## config.mk

```make
export PLATFORM = sky130hd
export DESIGN_NAME = ces_calc
export DESIGN_NICKNAME = d
export VERILOG_FILES = /design/src/sv/ces_pkg.sv /design/src/sv/ces_calc.sv
export SDC_FILE = /design/constraint.sdc
export NUM_CORES = 1
export LEC_CHECK = 0
export BUFFER_PORTS_ARGS = -buffer_cell sky130_fd_sc_hd__buf_2
export CAP_MARGIN = 25
export CELL_PAD_IN_SITES_DETAIL_PLACEMENT = 0
export CELL_PAD_IN_SITES_GLOBAL_PLACEMENT = 1
export CORE_UTILIZATION = 45
export CTS_CLUSTER_SIZE = 28
export DETAILED_ROUTE_END_ITERATION = 10
export PLACE_DENSITY_LB_ADDON = 0.2
export SYNTH_ARGS = -nofsm -noshare
export SYNTH_HDL_FRONTEND = slang
export SYNTH_SLANG_ARGS = --single-unit
```

## constraint.sdc

```tcl
create_clock -name clk -period 8 [get_ports clk]
set_clock_uncertainty 0.15 [all_clocks]
set_input_delay 1.6 -clock clk [delete_from_list [all_inputs] [get_ports clk]]
set_output_delay 1.6 -clock clk [all_outputs]
set_load 0.02 [all_outputs]
```

## src/sv/ces_pkg.sv

```systemverilog
// Shared types and constants for the column equalization scale block.
package ces_pkg;
	localparam int unsigned MaxColumnsDefault = 1024;
	localparam int unsigned ColW = 10;
	localparam int unsigned MagW = 16;
	localparam int unsigned ScaleW = 24;
	localparam logic [ScaleW-1:0] ScaleOne = 24'd65536;

	typedef enum logic [1:0] {
		FUNC_WEIGHT = 2'd0,
		FUNC_ACT    = 2'd1,
		FUNC_READ   = 2'd2,
		FUNC_NONE   = 2'd3
	} func_t;

	// request and answer between top level and the divide/root unit
	typedef struct packed {
		logic            start;
		logic [MagW-1:0] wmax;
		logic [MagW-1:0] xmax;
	} ces_calc_req_t;

	typedef struct packed {
		logic              busy;
		logic              done;
		logic [ScaleW-1:0] root;
	} ces_calc_rsp_t;
endpackage

```

## src/sv/ces_calc.sv

```systemverilog
// Sequential restoring divide then bit-pair square root for the scale.
module ces_calc (
	input  logic                   clk,
	input  logic                   arst_n,
	input  ces_pkg::ces_calc_req_t req,
	output ces_pkg::ces_calc_rsp_t rsp
);
	import ces_pkg::*;

	typedef enum logic [1:0] {ST_IDLE, ST_DIV, ST_SQRT} st_t;

	st_t         state_q;
	logic [5:0]  cnt_q;
	logic [47:0] quo_q;     // dividend shifts out, quotient shifts in
	logic [16:0] rem_q;
	logic [MagW-1:0] div_q;
	logic [47:0] val_q;     // radicand remaining
	logic [23:0] root_q;
	logic [25:0] srem_q;
	logic        done_q;

	logic [16:0] rem_sh;
	logic [25:0] srem_sh;
	logic [25:0] trial;

	assign rem_sh  = {rem_q[15:0], quo_q[47]};
	assign srem_sh = {srem_q[23:0], val_q[47:46]};
	assign trial   = {root_q, 2'b01};

	always_ff @(posedge clk or negedge arst_n) begin
		if (!arst_n) begin
			state_q <= ST_IDLE;
			cnt_q   <= '0;
			done_q  <= 1'b0;
			quo_q   <= '0;
			rem_q   <= '0;
			div_q   <= '0;
			val_q   <= '0;
			root_q  <= '0;
			srem_q  <= '0;
		end else begin
			done_q <= 1'b0;
			case (state_q)
				ST_IDLE: begin
					if (req.start) begin
						quo_q   <= {req.wmax, 32'd0};
						div_q   <= req.xmax;
						rem_q   <= '0;
						cnt_q   <= 6'd47;
						state_q <= ST_DIV;
					end
				end
				ST_DIV: begin
					if (rem_sh >= {1'b0, div_q}) begin
						rem_q <= rem_sh - {1'b0, div_q};
						quo_q <= {quo_q[46:0], 1'b1};
					end else begin
						rem_q <= rem_sh;
						quo_q <= {quo_q[46:0], 1'b0};
					end
					if (cnt_q == '0) begin
						// load radicand on the last divide step
						val_q   <= {quo_q[46:0], (rem_sh >= {1'b0, div_q})};
						cnt_q   <= 6'd23;
						root_q  <= '0;
						srem_q  <= '0;
						state_q <= ST_SQRT;
					end else begin
						cnt_q <= cnt_q - 6'd1;
					end
				end
				ST_SQRT: begin
					if (srem_sh >= trial) begin
						srem_q <= srem_sh - trial;
						root_q <= {root_q[22:0], 1'b1};
					end else begin
						srem_q <= srem_sh;
						root_q <= {root_q[22:0], 1'b0};
					end
					val_q <= {val_q[45:0], 2'b00};
					if (cnt_q == '0) begin
						done_q  <= 1'b1;
						state_q <= ST_IDLE;
					end else begin
						cnt_q <= cnt_q - 6'd1;
					end
				end
				default: state_q <= ST_IDLE;
			endcase
		end
	end

	assign rsp.busy = (state_q != ST_IDLE);
	assign rsp.done = done_q;
	assign rsp.root = root_q;
endmodule

```

# Word level (Yosys, flattened, before mapping)
# Index checks and enable logic that the tools add are counted.
totals:
  reg_bits: 185
  latch_bits: 0
  mem_bits_rw: 0
  romBits: 0
  input_bits: 35
  memories: 0
classes:
  n_addsub: 3
  n_mul: 0
  div: 0
  order_cmp: 2
  eq_ne: 6
  shift: 0
  mux: 24
  bitwise: 0
  n_reduce_logical: 11
ops:
  columns: ["op", "n"]
  rows:
  - ["$pmux W48 S2", 2]
  - ["$mux W48", 2]
  - ["$pmux W24 S2", 2]
  - ["$mux W24", 3]
  - ["$mux W16", 2]
  - ["$pmux W16 S2", 1]
  - ["$ge A26 B26 Y1", 1]
  - ["$sub A24 B24 Y24", 1]
  - ["$mux W6", 3]
  - ["$pmux W6 S3", 1]
  - ["$ge A17 B16 Y1", 1]
  - ["$sub A16 B16 Y16", 1]
  - ["$ne A2 B2 Y1 const B", 4]
  - ["$logic_not A6 Y1", 1]
  - ["$mux W2", 3]
  - ["$pmux W2 S3", 1]
  - ["$reduce_and A2 Y1", 3]
  - ["$reduce_and A3 Y1", 2]
  - ["$reduce_bool A2 Y1", 3]
  - ["$sub A6 B1 Y6 const B", 1]
  - ["$mux W1", 4]
  - ["$reduce_bool A3 Y1", 1]
  - ["$eq A2 B1 Y1 const B", 1]
  - ["$eq A2 B2 Y1 const B", 1]
  - ["$logic_not A2 Y1", 1]

# Longest topological paths before layout
# Gate-level depths: netlist of the first run.
logic_depth:
  depth_word: 3
  mapped_depth: 13
  mapped_depth_nobuf: 11

# Worst setup path after synthesis of the first run
# OpenSTA, ideal clock, no wires.
synth_timing:
  kind: "input -> register"
  start: "in req[32] (netlist name)"
  end: "reg rem_q[14]"
  arrival_time_ns: 2.903
  required_time_ns: 7.755
  slack_ns: 4.852
  stages: 6
  cell_sequence: "nand2_1 a21boi_1 clkbuf_1 buf_1 nand2_1 o31ai_1"
synth_via:
  elab_chain_cells: 2
synth_rtl:
  columns: ["item", "line_no", "text"]
  rows:
  - ["start, declared", "ces_calc.sv:5", "input ces_pkg::ces_calc_req_t req,"]
  - ["$ne A2 B2 Y1 (no source line)", null, null]
  - ["$reduce_and A2 Y1 (no source line)", null, null]
  - ["end signal, assigned", "ces_calc.sv:55", "rem_q <= rem_sh - {1'b0, div_q};"]
  - ["end signal, assigned", "ces_calc.sv:58", "rem_q <= rem_sh;"]
  - ["end, declared", "ces_calc.sv:15", "logic [16:0] rem_q;"]
# Every way passes these cells.
# A chain may end at the register's enable or synchronous reset.

# Worst setup path after layout of the first run
layout_timing:
  start: "reg root_q[3]"
  end: "reg srem_q[2]"
layout_via:
  elab_chain_cells: 3
layout_rtl:
  columns: ["item", "line_no", "text"]
  rows:
  - ["start, declared", "ces_calc.sv:18", "logic [23:0] root_q;"]
  - ["start signal, assigned", "ces_calc.sv:75", "root_q <= {root_q[22:0], 1'b1};"]
  - ["start signal, assigned", "ces_calc.sv:78", "root_q <= {root_q[22:0], 1'b0};"]
  - ["$ge A26 B26 Y1", "ces_calc.sv:73", "if (srem_sh >= trial) begin"]
  - ["$mux W24", "ces_calc.sv:73", null]
  - ["$pmux W24 S2", "ces_calc.sv:43", "case (state_q)"]
  - ["end signal, assigned", "ces_calc.sv:74", "srem_q <= srem_sh - trial;"]
  - ["end signal, assigned", "ces_calc.sv:77", "srem_q <= srem_sh;"]
  - ["end, declared", "ces_calc.sv:19", "logic [25:0] srem_q;"]
# Every way passes these cells.

==> out/results.tsv, run 1 <==
stage	metric	value	unit
detailed_routing	DRC viols	0	
synth	register area share after synthesis	45.2	%
worst_setup_path	Startpoint Class	flip-flop	
pwr	Peak supply drop	214	uV
sta	Slew Viols, Final	0	
pwr	Total Power	4.28	mW
flow_run	Max-Cap Viols	0	
die	Die Height	153	um
cts	CTS Hold Bufs	0	
sta	final setup vio count	0	
detailed_routing	vias	7706	
cts	Root Driver	clkbuf_16	
placed_design	dpl cell area	10700	um2
detailed_routing	total wire length	22300	um
sta	Worst Max-Slew Pin Slew	0.951	ns
cts	post_cts resized	0	
detailed_routing	WL per Instance	16.1	um
placed_design	IO buf count	60	
sta	Max Fclk	0.289	GHz
global_routing	number of global-route vias before repair	7610	
pwr	Pwr per Cell Area	377	nW/um2
die	total die area	23300	um2
placed_design	gpl congestion	0.825	
detailed_routing	DRT Pass-1 Iters	7	
pwr	LEAKAGE	5.09	nW
cts	setup bufs post-CTS	0	
cts	Worst-path clk slew	0.08	ns
outcome	outcome	finished clean	
global_routing	global-route usage over all layers	20.4	%
die	DIE WIDTH	153	um
synth	ys flop type	dfrtp_1	
synth	Synth top cells by count	dfrtp_1 (185), nand2_1 (154), o21ai_0 (129)	
die	core area	22000	um2
die	initial core utilization	46.4	%
worst_setup_path	Setup crit end kind	flip-flop	
synth	synthesized area per cell	9.58	um2
sta	RSZ-0062 raised after global routing	no	
cts	clk buf depth	2	
synth	synth top area cells	dfrtp_1 (45%), o21ai_0 (6.3%), mux2i_1 (6.2%)	
worst_setup_path	WS Path Type	flip-flop to flip-flop	
synth	synthesized area	10200	um2
synth	Synth async-reset ratio	100	%
worst_hold_path	hold crit path type	flip-flop to flip-flop	
worst_setup_path	CP dominant cell by count	a21oi_2	
cts	CTS tree	done	
synth	Yosys reg bits	185	
worst_setup_path	Worst Path Arrival	3.62	ns
synth	Yosys top cell by area	dfrtp_1	
die	Ports	61	
sta	Hold Vio Cnt, Final	0	
worst_setup_path	Data required, critical path	8.16	ns
sta	Tcrit/Tclk final	43.2	%
cts	clk_lat worst skew	0.44	ns
placed_design	Place WS	4.19	ns
cts	# clock sinks	185	
synth	Ys Warns	0	
worst_setup_path	Worst Path Buf+Inv	2	
worst_setup_path	crit path cell chain	inv_1, ha_1, a211oi_2, and2_2, a21oi_2, a31oi_4, a21oi_2, o311a_4, or2_1, buf_8, a221o_1	
synth	post-synth net total	1152	
worst_setup_path	crit path max fanout	25	
detailed_routing	DR vias/cell	5.56	
placed_design	dpl hpwl	14600	um
worst_setup_path	crit-path leading delay family	compound AO/OA/AOI/OAI gates	
global_routing	largest net degree at the start of global routing	88	
worst_setup_path	Worst path slowest cell	o311a_4	
cells_and_area	FILL cells	2043	
synth	Yosys top cell area share	45.2	%
detailed_routing	DRT iter0 DRCs	424	
detailed_routing	DRT antenna net count	0	
die	Rows	54	
synth	Mapped Cells	1068	
synth	synth unique cells	61	
cells_and_area	Finished Cell Area	11400	um2
cts	total CTS buffers	17	
cts	H-Tree Depth	4	
sta	Max transition margin	36.1	%
worst_setup_path	Max stage delay on crit path	0.49	ns
cells_and_area	share of cells above drive strength 1	12.3	%
synth	Post-synth EDFFs	0	
global_routing	total grt overflow	0	
sta	post-route setup slack	4.55	ns
cells_and_area	Syn-to-layout area delta	11.1	%
sta	crit path time final	3.45	ns
sta	total negative slack	0	ns
global_routing	initial antenna violation count	0	
global_routing	first-pass GRT wire length	38800	um
synth	count leader, synth	dfrtp_1	
cells_and_area	Antenna Cells	0	
cells_and_area	nets	1176	
==> cells by family (layout without fill, tap and decap cells) <==
| logic type | after synthesis | after routing | share of synthesized area [%] |
|---|---|---|---|
| compound gates | 323 | 323 | 20.8 |
| xor+xnor | 31 | 31 | 2.65 |
| fa+ha+maj | 49 | 49 | 6.07 |
| buf+inv | 119 | 156 | 4.71 |
| flops | 185 | 185 | 45.2 |
| mux | 80 | 80 | 8.03 |
| simple gates | 281 | 281 | 12.5 |
==> cell usage in the layout (no fill, tap or decap), drive strengths merged, types with 25 or more instances in the layout <==
master	n
ha	48
nor2b	25
inv	56
a21oi	35
nand2	154
o211ai	32
dfrtp	185
a22o	37
buf	72
mux2i	63
nor2	31
o21ai	131
==> worst reg2reg max path: cells and delay by family (launching register included) <==
kind / cells / cell delay [ns]
and+or+nand+nor: 2 / 0.66
adders and majority gates: 1 / 0.37
buffers and inverters: 2 / 0.31
DFF: 1 / 0.36
AOI/OAI and AO/OA: 6 / 1.50
==> registers in the layout, summed over array words and instances (netlist names) <==
signal   cells
val_q       48
srem_q      24
div_q       16
state_q      2
quo_q       48
root_q      24
done_q       1
rem_q       16
cnt_q        6
==> through the flow <==
| stage | util, % | hold slack (ns) | instances |
|---|---|---|---|
| after global routing | 51.6 | 0.364 | 1385 |
| after global placement | 48.7 | 0.312 | 1351 |
| after detailed placement | 48.7 | 0.324 | 1351 |
| final | 51.6 | 0.337 | 1385 |
| after floorplan | - | 0.300 | 1068 |
| after CTS | 51.5 | 0.341 | 1383 |
==> final timing paths <==
kind	slack (ns)	startpoint	endpoint	cells past startpoint
setup / recovery	4.55	root_q[3]$_DFFE_PN0P_	srem_q[2]$_DFFE_PN0P_	11
hold / removal	0.34	val_q[44]$_DFFE_PN0P_	val_q[44]$_DFFE_PN0P_	2
setup reg to reg	4.55	root_q[3]$_DFFE_PN0P_	srem_q[2]$_DFFE_PN0P_	11
hold reg to reg	0.34	val_q[44]$_DFFE_PN0P_	val_q[44]$_DFFE_PN0P_	2
max in group asynchronous	5.48	arst_n	quo_q[2]$_DFFE_PN0P_	2
min in group asynchronous	1.04	arst_n	root_q[9]$_DFFE_PN0P_	1
==> area by class of cell <==
cell class / instances / area, um2 / share of cell area [%]
Multi-Input combinational cell: 764 / 5160 / 45.4
Sequential cell: 185 / 4630 / 40.7
Clock buffer: 18 / 429 / 3.77
Timing Repair Buffer: 73 / 427 / 3.75
Tap cell: 280 / 350 / 3.08
Inverter: 51 / 191 / 1.68
Clock inverter: 14 / 183 / 1.61
==> per-layer routing <==
layer | track usage (%) | share of wire [%] | vias up
met5 | 0 | 0 | -
met4 | 4.67 | 0.75 | 0
met3 | 3.44 | 2.2 | 13
met2 | 32.6 | 47 | 105
met1 | 28.8 | 50 | 3722
li1 | - | - | 3866
==> where the power goes <==
group / total, mW / leakage (nW) / switching (mW) / internal [mW]
sequential: 1.31 / 2.48 / 0.160 / 1.15
combinational: 2.10 / 2.32 / 1.24 / 0.867
clock: 0.870 / 0.294 / 0.419 / 0.451
(Power assumes the default switching activity.)
==> inputs of run 2 (changes only) <==
Clock period 8 ns to 3.2 ns, I/O delays scaled along.
==> run 2 against run 1 <==
  * Worst setup slack worse by 4.3 ns
  * Combinational power grew to 2.6 times the previous value
  * Sequential cell count stayed put
  * Cell count is 1.0% higher
  * Sequential power is 150% higher
  * Non-clock buffer count is 14 higher
  * Clock-buffer cell count is 1 higher
  * Largest power group unchanged
  * Highest routed layer unchanged
==> out/results.tsv, run 2 (synthesis results as in run 1) <==
stage	metric	value	unit
global_routing	initial antenna violation count	0	
detailed_routing	DRC viols	0	
detailed_routing	Met2 Wirelength	10500	um
sta	total negative slack	0	ns
worst_setup_path	Startpoint Class	flip-flop	
cts	CTS tree	done	
worst_setup_path	Worst Path Arrival	3.16	ns
sta	Slew Viols, Final	0	
flow_run	Max-Cap Viols	0	
global_routing	number of global-route vias before repair	7705	
sta	Hold Vio Cnt, Final	0	
placed_design	Place WS	0.168	ns
sta	Tcrit/Tclk final	93.8	%
detailed_routing	WL per Instance	16.1	um
cts	total CTS buffers	17	
sta	Max Fclk	0.333	GHz
die	Rows	54	
worst_setup_path	WS Path Type	flip-flop to flip-flop	
worst_setup_path	Data required, critical path	3.36	ns
die	Die Height	153	um
detailed_routing	DRT Pass-1 Iters	6	
die	core area	22000	um2
outcome	outcome	finished clean	
detailed_routing	DRT antenna net count	0	
pwr	Pwr per Cell Area	948	nW/um2
sta	final setup vio count	0	
detailed_routing	routed length on met1	11100	um
cts	clk_lat worst skew	0.44	ns
cts	clk buf depth	2	
global_routing	largest net degree at the start of global routing	75	
global_routing	total grt overflow	0	
placed_design	IO buf count	60	
die	initial core utilization	46.4	%
pwr	LEAKAGE	5.19	nW
placed_design	# placed instances	1367	
global_routing	global-route usage over all layers	20.5	%
die	DIE WIDTH	153	um
sta	RSZ-0062 raised after global routing	no	
detailed_routing	DRT iter0 DRCs	415	
cts	Root Driver	clkbuf_16	
cells_and_area	largest registers	quo_q (48), val_q (48)	
detailed_routing	vias	7842	
cts	Worst-path clk slew	0.07	ns
sta	Max transition margin	37.0	%
cells_and_area	Antenna Cells	0	
sta	crit path time final	3.00	ns
placed_design	dpl hpwl	15400	um
global_routing	first-pass GRT wire length	39100	um
placed_design	gpl congestion	0.842	
die	total die area	23300	um2
cells_and_area	nets	1190	
cells_and_area	most frequent cells in the layout	dfrtp_1 (185), nand2_1 (154), o21ai_0 (129)	
worst_setup_path	crit path max fanout	16	
die	Ports	61	
sta	Worst Max-Slew Pin Slew	0.937	ns
sta	post-route setup slack	0.198	ns
worst_setup_path	Setup crit end kind	flip-flop	
cells_and_area	most common cell after layout, fill and taps aside	dfrtp_1	
detailed_routing	DR vias/cell	5.61	
cells_and_area	Syn-to-layout area delta	12.8	%
pwr	Peak supply drop	479	uV
cts	H-Tree Depth	4	
worst_hold_path	hold crit path type	input pin to asynchronous set/reset pin	
detailed_routing	Routed met3 length	555	um
cells_and_area	filler-free cell count of the finished design	1399	
cells_and_area	FILL cells	2068	
detailed_routing	Max Used Layer	met4	
detailed_routing	total wire length	22500	um
cells_and_area	share of cells above drive strength 1	13.4	%
cts	# clock sinks	185	
[run 2: cell types whose count changed in the layout (fill, tap and decap cells not counted), moves of 2 or more]
| cell | change |
|---|---|
| buf_12 | +5 |
| buf_4 | +10 |
| clkinv_4 | -2 |
| clkinv_8 | -2 |
[run 2: area by class of cell]
class | instances | area (um2) | share of cell area, %
clock buffer | 19 | 443 | 3.84
timing repair buffer | 87 | 587 | 5.08
clock inverter | 13 | 179 | 1.55
sequential | 185 | 4630 | 40.1
multi-input combinational | 764 | 5160 | 44.7
tap | 280 | 350 | 3.04
inverter | 51 | 191 | 1.66
[run 2: critical path, stage by stage, from the launching register on]
cell and delay (ns):
dfrtp_1 0.37, inv_1 0.07, ha_1 0.37, a211oi_2 0.27, and2_2 0.20, a21oi_2 0.08, a31oi_4 0.19, a21oi_2 0.09
o311a_4 0.36, or2_1 0.22, buf_4 0.21, a221o_1 0.31
[run 2: power by group]
part           internal (mW)  switching (mW)  total, mW
clock                   1.21            1.01       2.23
sequential              2.87           0.403       3.27
combinational           2.31            3.13       5.44
[run 2: through the flow]
step                      hold WS, ns  cell area (um2)  total power [mW]  utilization (%)
after global placement          0.311            10900              8.69             49.6
after global routing            0.123            11500              11.8             52.4
after floorplan                 0.194            10200              7.43                -
after detailed placement        0.321            10900              8.75             49.6
final                          0.0819            11500              10.9             52.4
after CTS                       0.105            11500              11.0             52.4
[run 2: worst paths after layout]
kind                            slack (ns)             startpoint               endpoint  cells past startpoint
worst max-delay path                  0.20  root_q[3]$_DFFE_PN0P_  srem_q[1]$_DFFE_PN0P_                     11
worst min-delay path                  0.08                 arst_n  root_q[7]$_DFFE_PN0P_                      1
worst max register to register        0.20  root_q[3]$_DFFE_PN0P_  srem_q[1]$_DFFE_PN0P_                     11
worst min register to register        0.33  quo_q[47]$_DFFE_PN0P_  quo_q[47]$_DFFE_PN0P_                      2
max in group asynchronous             2.04                 arst_n   div_q[0]$_DFFE_PN0P_                      2
min in group clk                      0.27                 req[7]   div_q[7]$_DFFE_PN0P_                      2
[run 2: what timing repair did]
| item | in CTS | in global routing |
|---|---|---|
| setup endpoints to repair | 0 | 18 |
| hold buffers | 0 | 0 |
| setup buffers | 0 | 0 |
| resized for setup | 0 | 1 |
[run 2: per-layer routing]
metal / global-route usage (%) / up-vias
li1: - / 3908
met4: 5.39 / 0
met1: 28.4 / 3794
met5: 0 / -
met2: 33.5 / 121
met3: 3.13 / 19
